### src/rtl/bpm_pkg.sv
// Types and constants for the buffer pool frame manager.
// No dependencies.
`default_nettype none
package bpm_pkg;
  localparam int PAGE_W = 31;
  localparam logic [2:0] CMD_FETCH  = 3'd0;
  localparam logic [2:0] CMD_NEW    = 3'd1;
  localparam logic [2:0] CMD_UNPIN  = 3'd2;
  localparam logic [2:0] CMD_FLUSH  = 3'd3;
  localparam logic [2:0] CMD_DELETE = 3'd4;
  localparam logic [2:0] ST_OK       = 3'd0;
  localparam logic [2:0] ST_ABSENT   = 3'd1;
  localparam logic [2:0] ST_FULL     = 3'd2;
  localparam logic [2:0] ST_UNPINNED = 3'd3;
  localparam logic [2:0] ST_PINNED   = 3'd4;
  localparam logic [PAGE_W-1:0] NO_PAGE_ID = '1;
  typedef logic [PAGE_W-1:0] page_t;
  // per-cell update command broadcast to the frame cells
  typedef struct packed {
    logic  load;     // take new page, pins=1, clean
    logic  pin_inc;
    logic  pin_dec;
    logic  set_dirty;
    logic  clr_dirty;
    logic  clear;    // delete
    page_t page;
  } bpm_cell_op_t;
endpackage
`default_nettype wire

### src/rtl/bpm_if.sv
// Valid/ready channel interfaces for the buffer pool manager.
// Depends on bpm_pkg.
`default_nettype none
interface bpm_in_if import bpm_pkg::*; ();
  logic       valid;
  logic       ready;
  logic [2:0] cmd;
  page_t      page_number;
  logic       mark_dirty;
  modport source (output valid, cmd, page_number, mark_dirty, input ready);
  modport sink (input valid, cmd, page_number, mark_dirty, output ready);
endinterface

interface bpm_out_if import bpm_pkg::*; ();
  logic       valid;
  logic       ready;
  logic [2:0] status;
  logic [3:0] frame_index;
  page_t      assigned_page;
  logic       need_read;
  logic       need_init;
  logic       need_write;
  page_t      write_page;
  modport source (output valid, status, frame_index, assigned_page, need_read,
                  need_init, need_write, write_page, input ready);
  modport sink (input valid, status, frame_index, assigned_page, need_read,
                need_init, need_write, write_page, output ready);
endinterface
`default_nettype wire

### src/rtl/bpm_frame_cell.sv
// One frame entry: page, valid, pin count, dirty, with a local page compare.
// Depends on bpm_pkg.
`default_nettype none
module bpm_frame_cell import bpm_pkg::*; #(
  parameter int PIN_BITS = 8
) (
  input  wire logic         clk,
  input  wire logic         rst_n,
  input  wire logic         sel,
  input  wire bpm_cell_op_t op,
  input  wire page_t        lookup_page,
  output logic              hit,
  output page_t             page,
  output logic              valid,
  output logic [PIN_BITS-1:0] pins,
  output logic              dirty
);
  page_t               page_r;
  logic                valid_r, dirty_r;
  logic [PIN_BITS-1:0] pins_r;

  always_ff @(posedge clk) begin
    if (!rst_n) begin
      page_r <= '0;
      valid_r <= 1'b0;
      dirty_r <= 1'b0;
      pins_r <= '0;
    end else if (sel) begin
      if (op.load) begin
        page_r <= op.page;
        valid_r <= 1'b1;
        dirty_r <= 1'b0;
        pins_r <= PIN_BITS'(1);
      end else if (op.clear) begin
        page_r <= '0;
        valid_r <= 1'b0;
        dirty_r <= 1'b0;
        pins_r <= '0;
      end else begin
        if (op.pin_inc && pins_r != '1) pins_r <= pins_r + 1'b1;
        if (op.pin_dec) pins_r <= pins_r - 1'b1;
        if (op.set_dirty) dirty_r <= 1'b1;
        if (op.clr_dirty) dirty_r <= 1'b0;
      end
    end
  end

  assign hit   = valid_r && page_r == lookup_page;
  assign page  = page_r;
  assign valid = valid_r;
  assign pins  = pins_r;
  assign dirty = dirty_r;
endmodule
`default_nettype wire

### src/rtl/bpm_queue_cell.sv
// One slot of a shifting ordered list (free FIFO or LRU order).
// Shift pulls the right neighbor in; removal shifts from a marked slot on.
`default_nettype none
module bpm_queue_cell #(
  parameter int IDX_W = 4
) (
  input  wire logic             clk,
  input  wire logic             rst_n,
  input  wire logic [IDX_W-1:0] rst_val,
  input  wire logic             shift,     // take neighbor's value
  input  wire logic             load,      // take append value
  input  wire logic [IDX_W-1:0] nb_val,
  input  wire logic [IDX_W-1:0] ld_val,
  output logic [IDX_W-1:0]      val
);
  logic [IDX_W-1:0] val_r;
  always_ff @(posedge clk) begin
    if (!rst_n) begin
      val_r <= rst_val;
    end else if (load) begin
      val_r <= ld_val;
    end else if (shift) begin
      val_r <= nb_val;
    end
  end
  assign val = val_r;
endmodule
`default_nettype wire

### src/rtl/buffer_pool_lru_frame_manager.sv
// Buffer pool frame manager with LRU replacement: top level.
// Depends on bpm_pkg, bpm_if, bpm_frame_cell and bpm_queue_cell.
//
// Usage: commands arrive on the in_ channel (cmd, page_number, mark_dirty)
// and each valid command (0..4) yields one result on the out_ channel;
// codes 5..7 are dropped without a result. A transfer takes place when valid
// and ready are both high at a rising edge of clk.
// Each command has a registered capture at the input transfer, then the
// S_LOOK state, in which all frame cells compare the page in parallel, a
// priority pick forms the result, and the frame cells and the free/LRU cell
// rows update at the same edge that loads the output register. in_ch.ready
// is high only in the idle state, so a new command is not taken while the
// last one is still in S_LOOK.
// While a result waits, the next command is still taken; its update step is
// held, with in_ch.ready low, until the output register frees up, so a
// stalled receiver blocks the input after one further command.
// Reset (rst_n, synchronous, active low) empties all frames, fills the free
// list with frames 0..N-1 in order, clears the LRU list and restarts new
// page numbering at 0. No clearing pass is needed.
`default_nettype none
module buffer_pool_lru_frame_manager import bpm_pkg::*; #(
  parameter int POOL_FRAMES = 16,
  parameter int PIN_BITS    = 8
) (
  input wire logic clk,
  input wire logic rst_n,
  bpm_in_if.sink   in_ch,
  bpm_out_if.source out_ch
);
  localparam int IDX_W = (POOL_FRAMES > 1) ? $clog2(POOL_FRAMES) : 1;
  localparam int CNT_W = $clog2(POOL_FRAMES + 1);
  localparam logic [1:0] S_IDLE = 2'd0, S_LOOK = 2'd1;

  logic [1:0] state_r;
  logic [2:0] cmd_r;
  page_t      page_r;
  logic       mdirty_r;
  page_t      next_page_r;
  logic [CNT_W-1:0] free_cnt_r, lru_cnt_r;

  // frame cells
  logic [POOL_FRAMES-1:0] hit, fvalid, fdirty, fsel;
  page_t                  fpage [POOL_FRAMES];
  logic [PIN_BITS-1:0]    fpins [POOL_FRAMES];
  bpm_cell_op_t           op;

  // queue rows
  logic [IDX_W-1:0] fq [POOL_FRAMES];
  logic [IDX_W-1:0] lq [POOL_FRAMES];
  logic [POOL_FRAMES-1:0] fq_shift, fq_load, lq_shift, lq_load, lq_match;
  logic [IDX_W-1:0] fq_ld, lq_ld;

  // lookup results
  logic             hit_any;
  logic [IDX_W-1:0] hit_idx;
  logic             lq_found;
  logic [IDX_W-1:0] lq_pos;

  // result register
  logic       ov_r;
  logic [2:0] st_r;
  logic [3:0] fi_r;
  page_t      ap_r, wp_r;
  logic       rd_r, in_r, wr_r;

  genvar g;
  generate
    for (g = 0; g < POOL_FRAMES; g++) begin : g_cell
      bpm_frame_cell #(.PIN_BITS(PIN_BITS)) u_frame (
        .clk, .rst_n, .sel(fsel[g]), .op, .lookup_page(page_r),
        .hit(hit[g]), .page(fpage[g]), .valid(fvalid[g]), .pins(fpins[g]),
        .dirty(fdirty[g]));
      bpm_queue_cell #(.IDX_W(IDX_W)) u_free (
        .clk, .rst_n, .rst_val(IDX_W'(g)), .shift(fq_shift[g]),
        .load(fq_load[g]), .nb_val(fq[(g + 1) % POOL_FRAMES]), .ld_val(fq_ld),
        .val(fq[g]));
      bpm_queue_cell #(.IDX_W(IDX_W)) u_lru (
        .clk, .rst_n, .rst_val('0), .shift(lq_shift[g]),
        .load(lq_load[g]), .nb_val(lq[(g + 1) % POOL_FRAMES]), .ld_val(lq_ld),
        .val(lq[g]));
      assign lq_match[g] = (CNT_W'(g) < lru_cnt_r) && lq[g] == hit_idx;
    end
  endgenerate

  always_comb begin
    hit_any = 1'b0;
    hit_idx = '0;
    for (int i = POOL_FRAMES - 1; i >= 0; i--) begin
      if (hit[i]) begin
        hit_any = 1'b1;
        hit_idx = IDX_W'(i);
      end
    end
    lq_found = 1'b0;
    lq_pos = '0;
    for (int i = POOL_FRAMES - 1; i >= 0; i--) begin
      if (lq_match[i]) begin
        lq_found = 1'b1;
        lq_pos = IDX_W'(i);
      end
    end
  end

  // decision, computed in S_LOOK and applied at the same edge
  logic             take_free, take_lru, do_load, do_hit_pin, do_unpin;
  logic             do_flush, do_del, lru_rm, lru_app;
  logic [IDX_W-1:0] tgt;
  logic [2:0]       st_nxt;
  logic             rd_nxt, in_nxt, wr_nxt;
  page_t            wp_nxt, ap_nxt;
  logic [PIN_BITS-1:0] hpins;

  always_comb begin
    take_free = 1'b0; take_lru = 1'b0; do_load = 1'b0; do_hit_pin = 1'b0;
    do_unpin = 1'b0; do_flush = 1'b0; do_del = 1'b0; lru_rm = 1'b0;
    lru_app = 1'b0;
    tgt = hit_idx;
    st_nxt = ST_OK;
    rd_nxt = 1'b0; in_nxt = 1'b0; wr_nxt = 1'b0; wp_nxt = '0;
    ap_nxt = (cmd_r == CMD_NEW) ? next_page_r : page_r;
    hpins = fpins[hit_idx];
    if (cmd_r == CMD_FETCH && hit_any) begin
      do_hit_pin = 1'b1;
      lru_rm = lq_found;
    end else if (cmd_r == CMD_FETCH || cmd_r == CMD_NEW) begin
      if (free_cnt_r != '0) begin
        take_free = 1'b1;
        tgt = fq[0];
      end else if (lru_cnt_r != '0) begin
        take_lru = 1'b1;
        tgt = lq[0];
      end else begin
        st_nxt = ST_FULL;
      end
      if (take_free || take_lru) begin
        do_load = 1'b1;
        if (fvalid[tgt] && fdirty[tgt]) begin
          wr_nxt = 1'b1;
          wp_nxt = fpage[tgt];
        end
        rd_nxt = (cmd_r == CMD_FETCH);
        in_nxt = (cmd_r == CMD_NEW);
      end
    end else if (!hit_any) begin
      st_nxt = ST_ABSENT;
    end else if (cmd_r == CMD_UNPIN) begin
      if (hpins == '0) begin
        st_nxt = ST_UNPINNED;
      end else begin
        do_unpin = 1'b1;
        lru_app = (hpins == PIN_BITS'(1)) && !lq_found &&
                  lru_cnt_r < CNT_W'(POOL_FRAMES);
      end
    end else if (cmd_r == CMD_FLUSH) begin
      do_flush = 1'b1;
      wr_nxt = fdirty[hit_idx];
      wp_nxt = fdirty[hit_idx] ? page_r : '0;
    end else begin
      if (hpins != '0) begin
        st_nxt = ST_PINNED;
      end else begin
        do_del = 1'b1;
        lru_rm = lq_found;
        wr_nxt = fdirty[hit_idx];
        wp_nxt = fdirty[hit_idx] ? page_r : '0;
      end
    end
  end

  logic in_look;
  logic upd;
  assign in_look = (state_r == S_LOOK);
  // update step runs only when the output register can take the result
  assign upd = in_look && (!ov_r || out_ch.ready);

  always_comb begin
    op.load      = do_load;
    op.pin_inc   = do_hit_pin;
    op.pin_dec   = do_unpin;
    op.set_dirty = do_unpin && mdirty_r;
    op.clr_dirty = do_flush;
    op.clear     = do_del;
    op.page      = ap_nxt;
    fsel = '0;
    if (upd) fsel[tgt] = 1'b1;
    fq_shift = '0; fq_load = '0; lq_shift = '0; lq_load = '0;
    fq_ld = hit_idx;
    lq_ld = hit_idx;
    for (int i = 0; i < POOL_FRAMES; i++) begin
      if (upd) begin
        if (take_free && i < POOL_FRAMES - 1) fq_shift[i] = 1'b1;
        if (do_del && free_cnt_r < CNT_W'(POOL_FRAMES) &&
            CNT_W'(i) == free_cnt_r) fq_load[i] = 1'b1;
        if (take_lru && i < POOL_FRAMES - 1) lq_shift[i] = 1'b1;
        if (lru_rm && IDX_W'(i) >= lq_pos && i < POOL_FRAMES - 1)
          lq_shift[i] = 1'b1;
        if (lru_app && CNT_W'(i) == lru_cnt_r) lq_load[i] = 1'b1;
      end
    end
  end

  // a new command enters only in the idle state
  assign in_ch.ready = (state_r == S_IDLE);

  always_ff @(posedge clk) begin
    if (!rst_n) begin
      state_r <= S_IDLE;
      ov_r <= 1'b0;
      next_page_r <= '0;
      free_cnt_r <= CNT_W'(POOL_FRAMES);
      lru_cnt_r <= '0;
    end else begin
      if (upd) begin
        ov_r <= 1'b1;
      end else if (out_ch.ready) begin
        ov_r <= 1'b0;
      end
      case (state_r)
        S_IDLE: begin
          if (in_ch.valid && in_ch.cmd <= CMD_DELETE) begin
            cmd_r <= in_ch.cmd;
            page_r <= in_ch.page_number;
            mdirty_r <= in_ch.mark_dirty;
            state_r <= S_LOOK;
          end
        end
        S_LOOK: begin
          if (upd) begin
            st_r <= st_nxt;
            fi_r <= (st_nxt == ST_ABSENT || st_nxt == ST_FULL) ? 4'd0 : 4'(tgt);
            ap_r <= ap_nxt;
            rd_r <= rd_nxt;
            in_r <= in_nxt;
            wr_r <= wr_nxt;
            wp_r <= wp_nxt;
            if (take_free) free_cnt_r <= free_cnt_r - 1'b1;
            else if (do_del && free_cnt_r < CNT_W'(POOL_FRAMES))
              free_cnt_r <= free_cnt_r + 1'b1;
            if (take_lru || lru_rm) lru_cnt_r <= lru_cnt_r - 1'b1;
            else if (lru_app) lru_cnt_r <= lru_cnt_r + 1'b1;
            if (do_load && cmd_r == CMD_NEW) next_page_r <= next_page_r + 1'b1;
            state_r <= S_IDLE;
          end
        end
        default: state_r <= S_IDLE;
      endcase
    end
  end

  // cell updates are gated by upd, so they hold while stalled
  assign out_ch.valid         = ov_r;
  assign out_ch.status        = st_r;
  assign out_ch.frame_index   = fi_r;
  assign out_ch.assigned_page = ap_r;
  assign out_ch.need_read     = rd_r;
  assign out_ch.need_init     = in_r;
  assign out_ch.need_write    = wr_r;
  assign out_ch.write_page    = wp_r;
endmodule
`default_nettype wire
### src/flat_wrapper.sv
// flat-port wrapper written by rule: the top's interface ports become plain ports
module buffer_pool_lru_frame_manager_flat import bpm_pkg::*;
#(
  parameter int POOL_FRAMES = 16,
  parameter int PIN_BITS    = 8
)
  (clk, rst_n, in_ch_valid, in_ch_cmd, in_ch_page_number, in_ch_mark_dirty, in_ch_ready, out_ch_valid, out_ch_status, out_ch_frame_index, out_ch_assigned_page, out_ch_need_read, out_ch_need_init, out_ch_need_write, out_ch_write_page, out_ch_ready);
  bpm_in_if in_ch_i ();
  bpm_out_if out_ch_i ();
  input wire logic clk;
  input wire logic rst_n;
  input wire logic [$bits(in_ch_i.valid)-1:0] in_ch_valid;
  input wire logic [$bits(in_ch_i.cmd)-1:0] in_ch_cmd;
  input wire logic [$bits(in_ch_i.page_number)-1:0] in_ch_page_number;
  input wire logic [$bits(in_ch_i.mark_dirty)-1:0] in_ch_mark_dirty;
  output wire logic [$bits(in_ch_i.ready)-1:0] in_ch_ready;
  output wire logic [$bits(out_ch_i.valid)-1:0] out_ch_valid;
  output wire logic [$bits(out_ch_i.status)-1:0] out_ch_status;
  output wire logic [$bits(out_ch_i.frame_index)-1:0] out_ch_frame_index;
  output wire logic [$bits(out_ch_i.assigned_page)-1:0] out_ch_assigned_page;
  output wire logic [$bits(out_ch_i.need_read)-1:0] out_ch_need_read;
  output wire logic [$bits(out_ch_i.need_init)-1:0] out_ch_need_init;
  output wire logic [$bits(out_ch_i.need_write)-1:0] out_ch_need_write;
  output wire logic [$bits(out_ch_i.write_page)-1:0] out_ch_write_page;
  input wire logic [$bits(out_ch_i.ready)-1:0] out_ch_ready;
  assign in_ch_i.valid = in_ch_valid;
  assign in_ch_i.cmd = in_ch_cmd;
  assign in_ch_i.page_number = in_ch_page_number;
  assign in_ch_i.mark_dirty = in_ch_mark_dirty;
  assign in_ch_ready = in_ch_i.ready;
  assign out_ch_valid = out_ch_i.valid;
  assign out_ch_status = out_ch_i.status;
  assign out_ch_frame_index = out_ch_i.frame_index;
  assign out_ch_assigned_page = out_ch_i.assigned_page;
  assign out_ch_need_read = out_ch_i.need_read;
  assign out_ch_need_init = out_ch_i.need_init;
  assign out_ch_need_write = out_ch_i.need_write;
  assign out_ch_write_page = out_ch_i.write_page;
  assign out_ch_i.ready = out_ch_ready;
  buffer_pool_lru_frame_manager #(.POOL_FRAMES(POOL_FRAMES), .PIN_BITS(PIN_BITS)) u_core (.clk(clk), .rst_n(rst_n), .in_ch(in_ch_i), .out_ch(out_ch_i));
endmodule
### config.mk
export PLATFORM = sky130hd
export DESIGN_NAME = buffer_pool_lru_frame_manager_flat
export DESIGN_NICKNAME = d
export VERILOG_FILES = /design/src/rtl/bpm_pkg.sv /design/src/rtl/bpm_if.sv /design/src/rtl/bpm_frame_cell.sv /design/src/rtl/bpm_queue_cell.sv /design/src/rtl/buffer_pool_lru_frame_manager.sv /design/src/flat_wrapper.sv
export SDC_FILE = /design/constraint.sdc
export NUM_CORES = 2
export LEC_CHECK = 0
export BUFFER_PORTS_ARGS = -buffer_cell sky130_fd_sc_hd__buf_4
export CAP_MARGIN = 25
export CORE_MARGIN = 2
export CORE_UTILIZATION = 60
export CTS_CLUSTER_DIAMETER = 150
export DETAILED_ROUTE_END_ITERATION = 7
export GPL_TIMING_DRIVEN = 1
export PLACE_DENSITY = 0.74
export SYNTH_ARGS = -nofsm -noshare
export SYNTH_HDL_FRONTEND = slang
export SYNTH_SLANG_ARGS = --single-unit
export TNS_END_PERCENT = 30
### constraint.sdc
create_clock -name clk -period 16.5 [get_ports clk]
set_input_delay 0.825 -clock clk [delete_from_list [all_inputs] [get_ports clk]]
set_output_delay 0.825 -clock clk [all_outputs]
set_load 0.005 [all_outputs]
==> metrics.txt <==
status=complete, but fails checks; violated checks=design-rule violations; Slew @ Worst Pin=1.21 ns; FFs w/ async S/R, synth=0; CP startpoint=u_core.page_r[30]$_DFFE_PP_; Commonest cells post-synth=nand2_1 (1144), dfxtp_1 (827), nor2_1 (747), xnor2_1 (497), a21oi_1 (461); Synth area leaders=dfxtp_1 (30%), xnor2_1 (7.9%), nand2_1 (7.8%); cts hold-fix bufs=0; Vias per Instance=7.13; Crit path depth=26; maximum root-to-sink buffer count=3; clock root buffer=clkbuf_16; DRC errors left=20; Slew Viols, Final=0; Largest stage delay, worst path=0.85 ns; Worst Path Required=17.07 ns; Buf/Inv on CP=3; vias in the first global route=51800; GRT Util Overall=0.507; critical path's slowest cell=buf_4; total clock buffers created by CTS=100; Post-synth EDFFs=107; H-Tree Depth=3; PostCTS Resize Cnt=0; crit end category=register; Synth cell types=104; Iteration-0 DRC Markers=10600; pwr/cell area=85.4 nW/um^2; GR Overflow Total=0; global-route wire length before repair=354000 um; Final Skew=0.0480 ns; CTS clk-pin slew, worst paths=0.06 ns; share of the synthesized area in the top cell type=0.300; LEAKAGE=21.5 nW; final hold violation count=0; top_reg_cell synth=dfxtp_1; layout cells sized above 1=0.0836; max_cap viols=0; Max VDD drop=96.5 uV; TNS Setup=0 ns; antenna viol nets, final=0; Final Cycle Share=0.547; I/O pins=113; detailed-route via count=57400; worst hold start=in_ch_page_number[0]; placed cells=7836; IO buf count=112; die area=94400 sq um; hpwl dp=171000 um; Routed WL=249000 um; FP Rows=111; depth of the worst register-to-register path=26; most used cell, CP=a21o_1; startpoint class of the critical path=register; FMAX=0.111 GHz; reg2reg start=u_core.page_r[30]$_DFFE_PP_; Starting Density=0.604; post-CTS setup buffer count=0; router iterations before antenna repair=8; largest area contributor in the netlist=dfxtp_1; Final #Nets=6928; Die X=307 um; Final Non-Filler Cells=8047; Synth Cell Area=55200 sq um; Syn Inst Count=6935; headroom to the max-slew limit=0.196; area grow syn2layout=9.13%; yosys warns=0; core area=91400 sq um; gpl congestion=1.09; RSZ-0062 raised after global routing=no; count leader, synth=nand2_1; Sink Count=934; final setup vio count=0; register area share after synthesis=0.358; Seq cells post-synth=934; worst setup path class=reg -> reg; pin count of the biggest net entering global routing=166; initial antenna violation count=9; WL/cell=31.0 um; Critical Path AT=9.61 ns; Worst Hold Class=in -> reg; Post-Syn Area per Cell=7.96 sq um; WHS Path Cells=1; top cell family by delay on the critical path=simple AND/OR/NAND/NOR gates; Util after Layout=0.659; worst-skew pair later-pin latency=0.75 ns; CP Max Fanout=70; CTS tree=built; die height=307 um; syn nets=7098; Hold Worst Slack=0.265 ns; Min Clock Period, post-route=9.03 ns
cell type report:
type / instances / area (sq um)
diodes: 9 / 22.5
clock buffers: 134 / 2810
clock inverters: 55 / 800
fillers: 7728 / 31200
inverters: 85 / 327
multi-input cells: 5398 / 33000
flip-flops and latches: 934 / 19800
well taps: 1186 / 1480
repair buffers: 246 / 1960
registers in the layout, indices dropped and copies added (netlist names), 4 cells and up:
name                         count
u_core.free_cnt_r                5
u_core.out_ch.write_page        31
u_core.lru_cnt_r                 5
u_core.g_cell.u_frame.valid     16
u_core.out_ch.frame_index        4
u_core.g_cell.u_free.val        64
u_core.g_cell.u_frame.pins     128
u_core.g_cell.u_lru.val         64
u_core.out_ch.assigned_page     31
u_core.page_r                   31
u_core.next_page_r              31
u_core.g_cell.u_frame.dirty     16
u_core.g_cell.u_frame.page     496
through the flow:
step                setup slack, ns  instance area, sq um  power [mW]
CTS                            7.60                 60000        5.10
finish                         7.47                 60200        5.14
detailed placement             7.65                 56400        2.66
global route                   7.38                 60200        5.21
global placement               7.54                 56300        2.66
floorplan                      5.73                 55200        2.54
cells by family after synthesis:
| kind of cell | count (synthesis) | synth area share |
|---|---|---|
| AND/OR/NAND/NOR | 2996 | 0.250 |
| AO/OA/AOI/OAI | 1491 | 0.185 |
| flip-flops | 934 | 0.358 |
| XOR/XNOR | 641 | 0.102 |
| buffers and inverters | 603 | 0.0473 |
| multiplexers | 146 | 0.0275 |
| adder cells (fa/ha/maj) | 124 | 0.0303 |
final timing paths:
kind	slack (ns)	to
setup / recovery	7.47	u_core.g_cell[9].u_frame.pins[7]$_SDFFE_PN0P_
hold / removal	0.27	u_core.page_r[0]$_DFFE_PP_
setup reg to reg	7.47	u_core.g_cell[9].u_frame.pins[7]$_SDFFE_PN0P_
hold reg to reg	0.45	u_core.g_cell[14].u_free.val[0]$_SDFFE_PN0P_
report_power, final:
group / leakage (nW) / switching [mW] / total [mW] / internal [mW]
clock: 1.78 / 1.03 / 2.51 / 1.47
sequential: 7.61 / 0.00855 / 2.32 / 2.31
combinational: 12.1 / 0.244 / 0.319 / 0.0749
layer usage:
layer	up-vias	part of all wire	GRT usage
met5	-	0.00012	0
met2	4765	0.39	0.705
met1	27100	0.36	0.635
met3	1194	0.16	0.210
met4	4	0.088	0.349
li1	24300	-	-
cells in the final DEF, fill, tap and decap left out, types with 17 or more instances in the layout:
cell type  instances
nand2_1         1132
dfxtp_1          827
nor2_1           726
xnor2_1          497
a21oi_1          458
a22oi_1          331
nand3_1          288
nand4_1          234
buf_4            227
o21ai_0          161
xor2_1           144
nor3_1           135
nor4_1           119
a21o_1           119
ha_1             108
edfxtp_1         107
mux2i_1          101
clkbuf_16        101
and3_1            95
inv_1             84
o211ai_1          67
nand2b_1          48
a211oi_1          48
mux2_2            44
or3_1             36
a311oi_1          36
a311o_1           35
a221o_1           34
and2_1            27
clkinv_2          22
nor2_2            20
and4_1            18
o21bai_1          18
clkbuf_1          17
bufinv_16         17
No activity file was read; power rests on OpenSTA's default activity.
